===== src/rtl/hgce_pkg.sv =====
`timescale 1ns / 1ps
// ----------------------------------------------------------------------------
// hgce_pkg
// Shared types and constants for the hilbert geo cell encoder.
// ----------------------------------------------------------------------------
package hgce_pkg;

	localparam int unsigned MAX_LEVEL = 31;
	localparam int unsigned LVL_W     = 5;
	localparam int unsigned ID_W      = 31;
	localparam int unsigned COORD_W   = 32;
	localparam int unsigned CELL_W    = MAX_LEVEL;
	localparam int unsigned CODE_W    = 2 * MAX_LEVEL;

	localparam logic [LVL_W-1:0] LEVEL_RESET = 5'd20;

	// half spans in 1e-7 degree units
	localparam logic signed [COORD_W-1:0] LAT_HALF = 32'sd900000000;
	localparam logic signed [COORD_W-1:0] LON_HALF = 32'sd1800000000;

	// full spans, used as divisors
	localparam logic [COORD_W-1:0] LAT_SPAN = 32'd1800000000;
	localparam logic [COORD_W-1:0] LON_SPAN = 32'd3600000000;

	// floor(2^62 / LAT_SPAN) == floor(2^63 / LON_SPAN)
	localparam logic [COORD_W-1:0] RECIP = 32'd2562047788;

	typedef struct packed {
		logic             vld;
		logic             ok;
		logic [LVL_W-1:0] lvl;
		logic [ID_W-1:0]  id;
	} hgce_ctl_t;

endpackage


===== src/rtl/hgce_hilbert.sv =====
`timescale 1ns / 1ps
// ----------------------------------------------------------------------------
// hgce_hilbert
// Two-axis Hilbert transform, four bit levels per stage, then gray decode and
// bit interleave into the output register.
// ----------------------------------------------------------------------------
module hgce_hilbert (
	input  logic                            clk,
	input  logic                            arst_n,
	input  logic                            en,
	input  hgce_pkg::hgce_ctl_t             cell_ctl,
	input  logic [hgce_pkg::CELL_W-1:0]     lat_cell,
	input  logic [hgce_pkg::CELL_W-1:0]     lon_cell,
	output hgce_pkg::hgce_ctl_t             out_ctl,
	output logic [hgce_pkg::CODE_W-1:0]     code,
	output logic [hgce_pkg::CELL_W-1:0]     out_lat_cell,
	output logic [hgce_pkg::CELL_W-1:0]     out_lon_cell
);
	import hgce_pkg::*;

	localparam int unsigned TOP_BIT    = MAX_LEVEL - 1;
	localparam int unsigned ITERS      = 4;
	localparam int unsigned HIL_STAGES = (TOP_BIT + ITERS - 1) / ITERS;

	// bit levels TOP_BIT-g*ITERS downward; level zero and levels at or above lvl are skipped
	function automatic logic [2*CELL_W-1:0] hil_stage(
		input logic [CELL_W-1:0] a_in,
		input logic [CELL_W-1:0] b_in,
		input logic [LVL_W-1:0]  lvl,
		input int                g
	);
		logic [CELL_W-1:0] a, b, p, t;
		int                j;
		a = a_in;
		b = b_in;
		for (int m = 0; m < ITERS; m++) begin
			j = int'(TOP_BIT) - g * int'(ITERS) - m;
			if (j >= 1 && LVL_W'(j) < lvl) begin
				p = (CELL_W'(1) << j) - CELL_W'(1);
				if (a[j])
					a = a ^ p;
				if (b[j]) begin
					a = a ^ p;
				end else begin
					t = (a ^ b) & p;
					a = a ^ t;
					b = b ^ t;
				end
			end
		end
		return {a, b};
	endfunction

	hgce_ctl_t         src_ctl [HIL_STAGES];
	logic [CELL_W-1:0] src0    [HIL_STAGES];
	logic [CELL_W-1:0] src1    [HIL_STAGES];
	logic [2*CELL_W-1:0] nxt   [HIL_STAGES];

	hgce_ctl_t         ctl_s   [HIL_STAGES];
	logic [CELL_W-1:0] x0_s    [HIL_STAGES];
	logic [CELL_W-1:0] x1_s    [HIL_STAGES];
	logic [CELL_W-1:0] lc_s    [HIL_STAGES];
	logic [CELL_W-1:0] oc_s    [HIL_STAGES];

	hgce_ctl_t         ctl_s14;
	logic [CODE_W-1:0] code_s14;
	logic [CELL_W-1:0] lat_cell_s14, lon_cell_s14;

	logic [CELL_W-1:0] g0, g1, tmask;
	logic [CODE_W-1:0] ilv;

	for (genvar g = 0; g < HIL_STAGES; g++) begin : g_stage
		if (g == 0) begin : g_first
			assign src_ctl[g] = cell_ctl;
			assign src0[g]    = lat_cell;
			assign src1[g]    = lon_cell;
		end else begin : g_next
			assign src_ctl[g] = ctl_s[g-1];
			assign src0[g]    = x0_s[g-1];
			assign src1[g]    = x1_s[g-1];
		end
		assign nxt[g] = hil_stage(src0[g], src1[g], src_ctl[g].lvl, g);
	end

	// gray decode: each bit takes the parity of all higher bits of the second axis
	always_comb begin
		g1 = x1_s[HIL_STAGES-1] ^ x0_s[HIL_STAGES-1];
		for (int b = 0; b < CELL_W; b++)
			tmask[b] = ^(g1 >> (b + 1));
		g0 = x0_s[HIL_STAGES-1] ^ tmask;
		g1 = g1 ^ tmask;
		for (int k = 0; k < CELL_W; k++) begin
			ilv[2*k+1] = g0[k];
			ilv[2*k]   = g1[k];
		end
	end

	always_ff @(posedge clk or negedge arst_n) begin
		if (!arst_n) begin
			for (int g = 0; g < HIL_STAGES; g++)
				ctl_s[g] <= '0;
			ctl_s14 <= '0;
		end else if (en) begin
			for (int g = 0; g < HIL_STAGES; g++)
				ctl_s[g] <= src_ctl[g];
			ctl_s14 <= ctl_s[HIL_STAGES-1];
		end
	end

	always_ff @(posedge clk) begin
		if (en) begin
			for (int g = 0; g < HIL_STAGES; g++) begin
				x0_s[g] <= nxt[g][2*CELL_W-1:CELL_W];
				x1_s[g] <= nxt[g][CELL_W-1:0];
			end
			lc_s[0] <= lat_cell;
			oc_s[0] <= lon_cell;
			for (int g = 1; g < HIL_STAGES; g++) begin
				lc_s[g] <= lc_s[g-1];
				oc_s[g] <= oc_s[g-1];
			end
			// rejected transactions leave with all result fields cleared
			code_s14     <= ctl_s[HIL_STAGES-1].ok ? ilv : '0;
			lat_cell_s14 <= ctl_s[HIL_STAGES-1].ok ? lc_s[HIL_STAGES-1] : '0;
			lon_cell_s14 <= ctl_s[HIL_STAGES-1].ok ? oc_s[HIL_STAGES-1] : '0;
		end
	end

	assign out_ctl      = ctl_s14;
	assign code         = code_s14;
	assign out_lat_cell = lat_cell_s14;
	assign out_lon_cell = lon_cell_s14;

	a_code_fits_level: assert property (@(posedge clk) disable iff (!arst_n)
		ctl_s14.vld && ctl_s14.ok |-> (code_s14 >> {ctl_s14.lvl, 1'b0}) == '0)
		else $error("hilbert code wider than twice the grid level");

	a_stage_bits_fit: assert property (@(posedge clk) disable iff (!arst_n)
		ctl_s[0].vld && ctl_s[0].ok |->
			(x0_s[0] >> ctl_s[0].lvl) == '0 && (x1_s[0] >> ctl_s[0].lvl) == '0)
		else $error("transform spilled above the grid level");

endmodule


===== config.mk =====
export PLATFORM = sky130hd
export DESIGN_NAME = hgce_hilbert
export DESIGN_NICKNAME = d
export VERILOG_FILES = /design/src/rtl/hgce_pkg.sv /design/src/rtl/hgce_hilbert.sv
export SDC_FILE = /design/constraint.sdc
export NUM_CORES = 2
export LEC_CHECK = 0
export BUFFER_PORTS_ARGS = -buffer_cell sky130_fd_sc_hd__buf_2
export CELL_PAD_IN_SITES_DETAIL_PLACEMENT = 1
export CELL_PAD_IN_SITES_GLOBAL_PLACEMENT = 2
export CORE_ASPECT_RATIO = 0.9
export CORE_MARGIN = 2
export CORE_UTILIZATION = 40
export DETAILED_ROUTE_END_ITERATION = 16
export GPL_TIMING_DRIVEN = 0
export PLACE_DENSITY_LB_ADDON = 0.1
export SYNTH_ARGS = -nofsm -noshare
export SYNTH_HDL_FRONTEND = slang
export SYNTH_SLANG_ARGS = --single-unit

===== constraint.sdc =====
create_clock -name clk -period 9 [get_ports clk]
set_clock_uncertainty 0.15 [all_clocks]
set_input_delay 1.35 -clock clk [delete_from_list [all_inputs] [get_ports clk]]
set_output_delay 1.35 -clock clk [all_outputs]
set_load 0.02 [all_outputs]

; Word level (Yosys, flattened, before mapping)
; Memories as Yosys holds them, arrays and structs flattened. A register that Yosys moved wholly into a read port is not among the register bits.
; Index checks and enable logic that the tools add are counted.
[op_classes]
reduce_logical = 32
n_lt_le_gt_ge = 30
n_div = 0
eq_ne = 0
bitwise_logic = 153
muxes = 182
mul = 0
n_addsub = 0
shifts = 0
[op_table]
columns = cell, n
row1 = two-way mux 31 bit, 151
row2 = parity 31 bit, 30
row3 = bitwise XOR 31 x 30 -> 31 bit, 4
row4 = less-than comparator 5 bit (first input constant), 15
row5 = bitwise XOR 31 x 1 -> 31 bit, 2
row6 = bitwise XOR 31 x 10 -> 31 bit, 2
row7 = bitwise XOR 31 x 11 -> 31 bit, 2
row8 = bitwise XOR 31 x 12 -> 31 bit, 2
row9 = bitwise XOR 31 x 13 -> 31 bit, 2
row10 = bitwise XOR 31 x 14 -> 31 bit, 2
row11 = bitwise XOR 31 x 15 -> 31 bit, 2
row12 = bitwise XOR 31 x 16 -> 31 bit, 2
row13 = bitwise XOR 31 x 17 -> 31 bit, 2
row14 = bitwise XOR 31 x 18 -> 31 bit, 2
row15 = bitwise XOR 31 x 19 -> 31 bit, 2
row16 = bitwise XOR 31 x 2 -> 31 bit, 2
row17 = bitwise XOR 31 x 20 -> 31 bit, 2
row18 = bitwise XOR 31 x 21 -> 31 bit, 2
row19 = bitwise XOR 31 x 22 -> 31 bit, 2
row20 = bitwise XOR 31 x 23 -> 31 bit, 2
row21 = bitwise XOR 31 x 24 -> 31 bit, 2
row22 = bitwise XOR 31 x 25 -> 31 bit, 2
row23 = bitwise XOR 31 x 26 -> 31 bit, 2
row24 = bitwise XOR 31 x 27 -> 31 bit, 2
row25 = 105 further kinds, 157
[totals]
reg_bits = 404
latchBits = 0
ramBits = 992
elab_cells = 438
output_inout_bits = 162
mem_count = 4
rom_bits = 0
inputBits = 103
[mem_list]
columns = name, words, width, read_ports, rd_clocked_by_memory_dff, wr, line
row1 = lc_s, 8, 31, 8, 1, 8, hgce_hilbert.sv:62  ; logic [CELL_W-1:0] lc_s [HIL_STAGES];
row2 = oc_s, 8, 31, 8, 1, 8, hgce_hilbert.sv:63  ; logic [CELL_W-1:0] oc_s [HIL_STAGES];
row3 = x0_s, 8, 31, 8, 0, 8, hgce_hilbert.sv:60  ; logic [CELL_W-1:0] x0_s [HIL_STAGES];
row4 = x1_s, 8, 31, 8, 0, 8, hgce_hilbert.sv:61  ; logic [CELL_W-1:0] x1_s [HIL_STAGES];

; Logic depth before layout (Yosys ltp)
; An unclocked memory read counts as a cell.
[logic_depth]
depth_word = 29
depth_mapped = 18
depth_no_buf = 13

; Worst setup path before layout
; OpenSTA, ideal clock, no wires.
[synth_timing]
kind = input to register
startpoint = input cell_ctl[33] (netlist name)
endpoint = memory x0_s[0][4] (netlist name), data pin
t_arrival_ns = 4.211
stages = 15
setup_ns = 0.271
n_path_buf = 4
path_slack_ns = 4.368
required_time_ns = 8.579
cell_sequence = and4_1 -> clkbuf_1 -> nand3_1 -> clkbuf_1 -> clkbuf_1 -> clkbuf_1 -> nor2_1 -> a21oi_1 -> o21ai_0 -> o22ai_1 -> mux2i_1 -> nor2_1 -> a221oi_1 -> mux2i_1 -> o21ai_0
[synth_rtl]
columns = item, line
row1 = from (decl), hgce_hilbert.sv:11  ; input hgce_pkg::hgce_ctl_t cell_ctl,
row2 = to (decl), hgce_hilbert.sv:60

==> impl_metrics.csv <==
group,metric,value,unit
setup_path,reg2regPathDepth,14,
detailed_routing,viasPerCell,5.340,
setup_path,cp-start-kind,"flop",
yosys,synth_fa_ha_area_share,0,%
timing,tns,0,ns
yosys,ys_seq_elements,1441,
yosys,synth_top_family_by_area,"compound AO/OA/AOI/OAI gates",
placement,gp_congestion,0.8357,
yosys,ys_warn_count,0,
power,switching_power,9.970,mW
timing,setup_slack,3.338,ns
setup_path,worstPathArrival,5.94,ns
timing,maxSlewHeadroom,20.32,%
floorplan,design.die.area,175000,um2
placement,dp_hpwl,132600,um
layout,drive_above_1_share,15.70,%
setup_path,r2r_end,"x1_s[0][44]",
grt,antenna_found_initial,13,
yosys,synth-simple-area-share,8.216,%
floorplan,core_area,170800,um2
power,comb_power_share,40.5,%
clock_tree,hold_buffers,0,
setup_path,path_class,"flop to flop",
yosys,netlist_area,68670,um2
setup_path,worstSetupStartpoint,"ctl_s[300]",
grt,grt_overflow,0,
detailed_routing,wl_per_cell,21.33,um
timing,rsz0062_at_grt,"false",
setup_path,crit_path_end_kind,"flop",
timing,period_minus_slack,5.662,ns
floorplan,rows,144,
clock_tree,cts_root_buf,"clkbuf_16",
run,drv_cap,0,
power,p_seq_share,36.3,%
yosys,yosysUniqueCellTypes,77,
yosys,syn_area_per_cell,12.43,um2
grt,grt_max_degree,189,
detailed_routing,routed_wl,177800,um
grt,use_met2,31.42,%
yosys,synthMuxAreaShare,10.19,%
grt,grt_pass1_vias,45618,
clock_tree,clkTransAtPathRegs,0.06,ns
power,internal_power,16.97,mW
setup_path,path_cells,"nand2_1 > nor2_1 > o221ai_1 > a21oi_1 > o21ai_0 > and2_1 > buf_2 > inv_1 > xnor2_1 > o21ai_0 > nor2_1 > clkbuf_1 > clkbuf_1 > a21oi_1",
timing,hold_viol,0,
detailed_routing,drc,0,
placement,dpl_worst_slack,2.649,ns
clock_tree,clockBufferDepth,3,
grt,grt_busiest_layer,"met2",
grt,grt_pass1_wl,276300,um
grt,grtUsageMet1,30.14,%
yosys,synth_compound_area_share,11.77,%
floorplan,ios,265,
timing,finalCritPeriodShare,62.91,%
clock_tree,cts_buffers,150,
clock_tree,htree_num_levels,4,
power,ir_worst_vdd,0.2420,mV
detailed_routing,drt-initial-drc-count,2844,
detailed_routing,vias,44513,
clock_tree,cts_sinks,1441,
power,p_sw_share,37.01,%
setup_path,reg2reg_from,"ctl_s[300]",
yosys,syn_inst,5523,
min_path,hold_class,"flop to flop",
setup_path,crit_required,9.27,ns
floorplan,die_height,397.1,um
detailed_routing,first_pass_iters,5,
grt,met3_usage,2.634,%
clock_tree,clkLatencyLatePin,0.78,ns
yosys,synth_most_common_cell,"edfxtp_1",
yosys,yosysSeqAreaShare,60.52,%
layout,final_util,45.73,%
layout,syn2layout_area_growth,13.75,%
yosys,synth_top_flop_cell,"edfxtp_1",
clock_tree,post_cts_resized,0,
yosys,synth-edff-count,1099,
floorplan,start_util,40.20,%
status,status,"complete, no violations",
grt,grt_usage,20.22,%
yosys,synthTopCellsByCount,"edfxtp_1 (1099), nor2_1 (435), o21ai_0 (406), xnor2_1 (406), mux2_2 (378)",
power,p_leak,29.03,nW
yosys,synthArstFlopShare,23.73,%
floorplan,die_w,440.7,um
timing,tightest_slew,1.195,ns
timing,final_max_slew_viol_count,0,
yosys,synthXorXnorAreaFrac,6.859,%
yosys,synth_top_cell_by_area,"edfxtp_1",
setup_path,path_max_fanout,10,
detailed_routing,ant_nets,0,
timing,setup_viol,0,
placement,io_buffer_count,263,
power,pwr-share-clk,23.3,%
yosys,synth_top_area_share,48.06,%
layout,nets,6049,
clock_tree,post-cts-setup-buffers,0,
yosys,synthTopCellsByArea,"edfxtp_1 (48%), dfrtp_1 (12%), mux2_2 (6.2%)",
timing,fmax,176.6,MHz
clock_tree,cts_tree,"yes",
setup_path,reg2reg_slack,3.34,ns
power,p_per_area,344.9,nW/um2
setup_path,slowest_stage,"nor2_1",
setup_path,crit_path_end,"x1_s[0][44]",
yosys,synth_fp_nets,5626,
setup_path,cp_slowest_stage_delay,0.79,ns
## metal layers
| layer | vias to the layer above | part of all wire, % | routed length, um |
|---|---|---|---|
| li1 | 21305 | - | - |
| met1 | 22348 | 50 | 88570 |
| met2 | 670 | 45 | 79610 |
| met3 | 190 | 3.6 | 6318 |
| met4 | 0 | 1.9 | 3315 |
| met5 | - | 0 | 0 |
## how the worst min path moves through the flow
| stage | slack (ns) | depth (start not counted) | startpoint | to |
|---|---|---|---|---|
| 2_1_floorplan | 0.25 | 0 | lc_s[0][0] | lc_s[1][0] |
| 3_3_place_gp | 0.25 | 0 | x1_s[1][23] | x1_s[1][54] |
| 3_5_place_dp | 0.26 | 0 | lc_s[5][10] | lc_s[6][10] |
| 4_1_cts | 0.24 | 0 | lc_s[4][0] | lc_s[5][0] |
| 5_1_grt | 0.25 | 0 | lc_s[4][0] | lc_s[5][0] |
| 6_report | 0.24 | 0 | lc_s[4][0] | lc_s[5][0] |
## placed cells by master (no fill, tap or decap), types with 118 or more instances in the layout
| master | n |
|---|---|
| buf_2 | 290 |
| nand2_1 | 265 |
| dfrtp_1 | 342 |
| a21oi_1 | 327 |
| nor2_1 | 435 |
| mux2i_1 | 274 |
| mux2_2 | 378 |
| edfxtp_1 | 1099 |
| clkbuf_1 | 345 |
| clkbuf_16 | 151 |
| o21ai_0 | 406 |
| o22ai_1 | 118 |
| xnor2_1 | 406 |
## metrics by stage
| stage | area (um2) | std cells | power [mW] | hold WS [ns] |
|---|---|---|---|---|
| 2_1_floorplan | 68670 | 5523 | 17.62 | 0.2503 |
| 3_3_place_gp | 72810 | 8049 | 20.66 | 0.2503 |
| 3_5_place_dp | 73060 | 8057 | 20.86 | 0.2552 |
| 4_1_cts | 78100 | 8332 | 27.28 | 0.2356 |
| 5_1_grt | 78100 | 8332 | 28.77 | 0.2483 |
| 6_report | 78100 | 8335 | 26.94 | 0.2378 |
## power groups by stage
stage	Combinational, mW	Sequential (mW)	Clock (mW)
3_5_place_dp	11.0	9.91	0
2_1_floorplan	7.80	9.83	0
4_1_cts	11.0	9.78	6.48
3_3_place_gp	10.6	10.0	0
5_1_grt	12.1	9.93	6.72
6_report	10.9	9.77	6.27
## sequential cells by signal, summed over array words and instances, names as in the netlist
signal        flops
out_ctl          38
code             62
x1_s            248
out_lat_cell     30
oc_s            240
x0_s            247
ctl_s           304
out_lon_cell     31
lc_s            241
## worst max-delay path, delay by kind of cell, from the launching register on
kind / cells / cell delay [ns]
simple gates: 4 / 1.68
compound gates: 5 / 1.60
buf+inv: 4 / 1.34
flops: 1 / 0.43
xor+xnor: 1 / 0.12
## final cells by class
type	instances	area [um2]
plain buffers	397	1531
inverters	38	142.6
clock buffers	190	3985
diodes	3	7.507
multi-input cells	3647	25430
clock inverters	85	1051
fillers	17795	92700
repair buffers	271	1562
flip-flops and latches	1441	41560
well taps	2263	2831
## logic make-up (layout without fill, tap and decap cells)
logic type,Yosys count,in the layout
xor+xnor,517,517
simple gates,1167,1167
compound gates,1311,1311
mux,652,652
buf+inv,435,981
flops,1441,1441
other cells,0,3
Power figures use the tool's default switching activity.
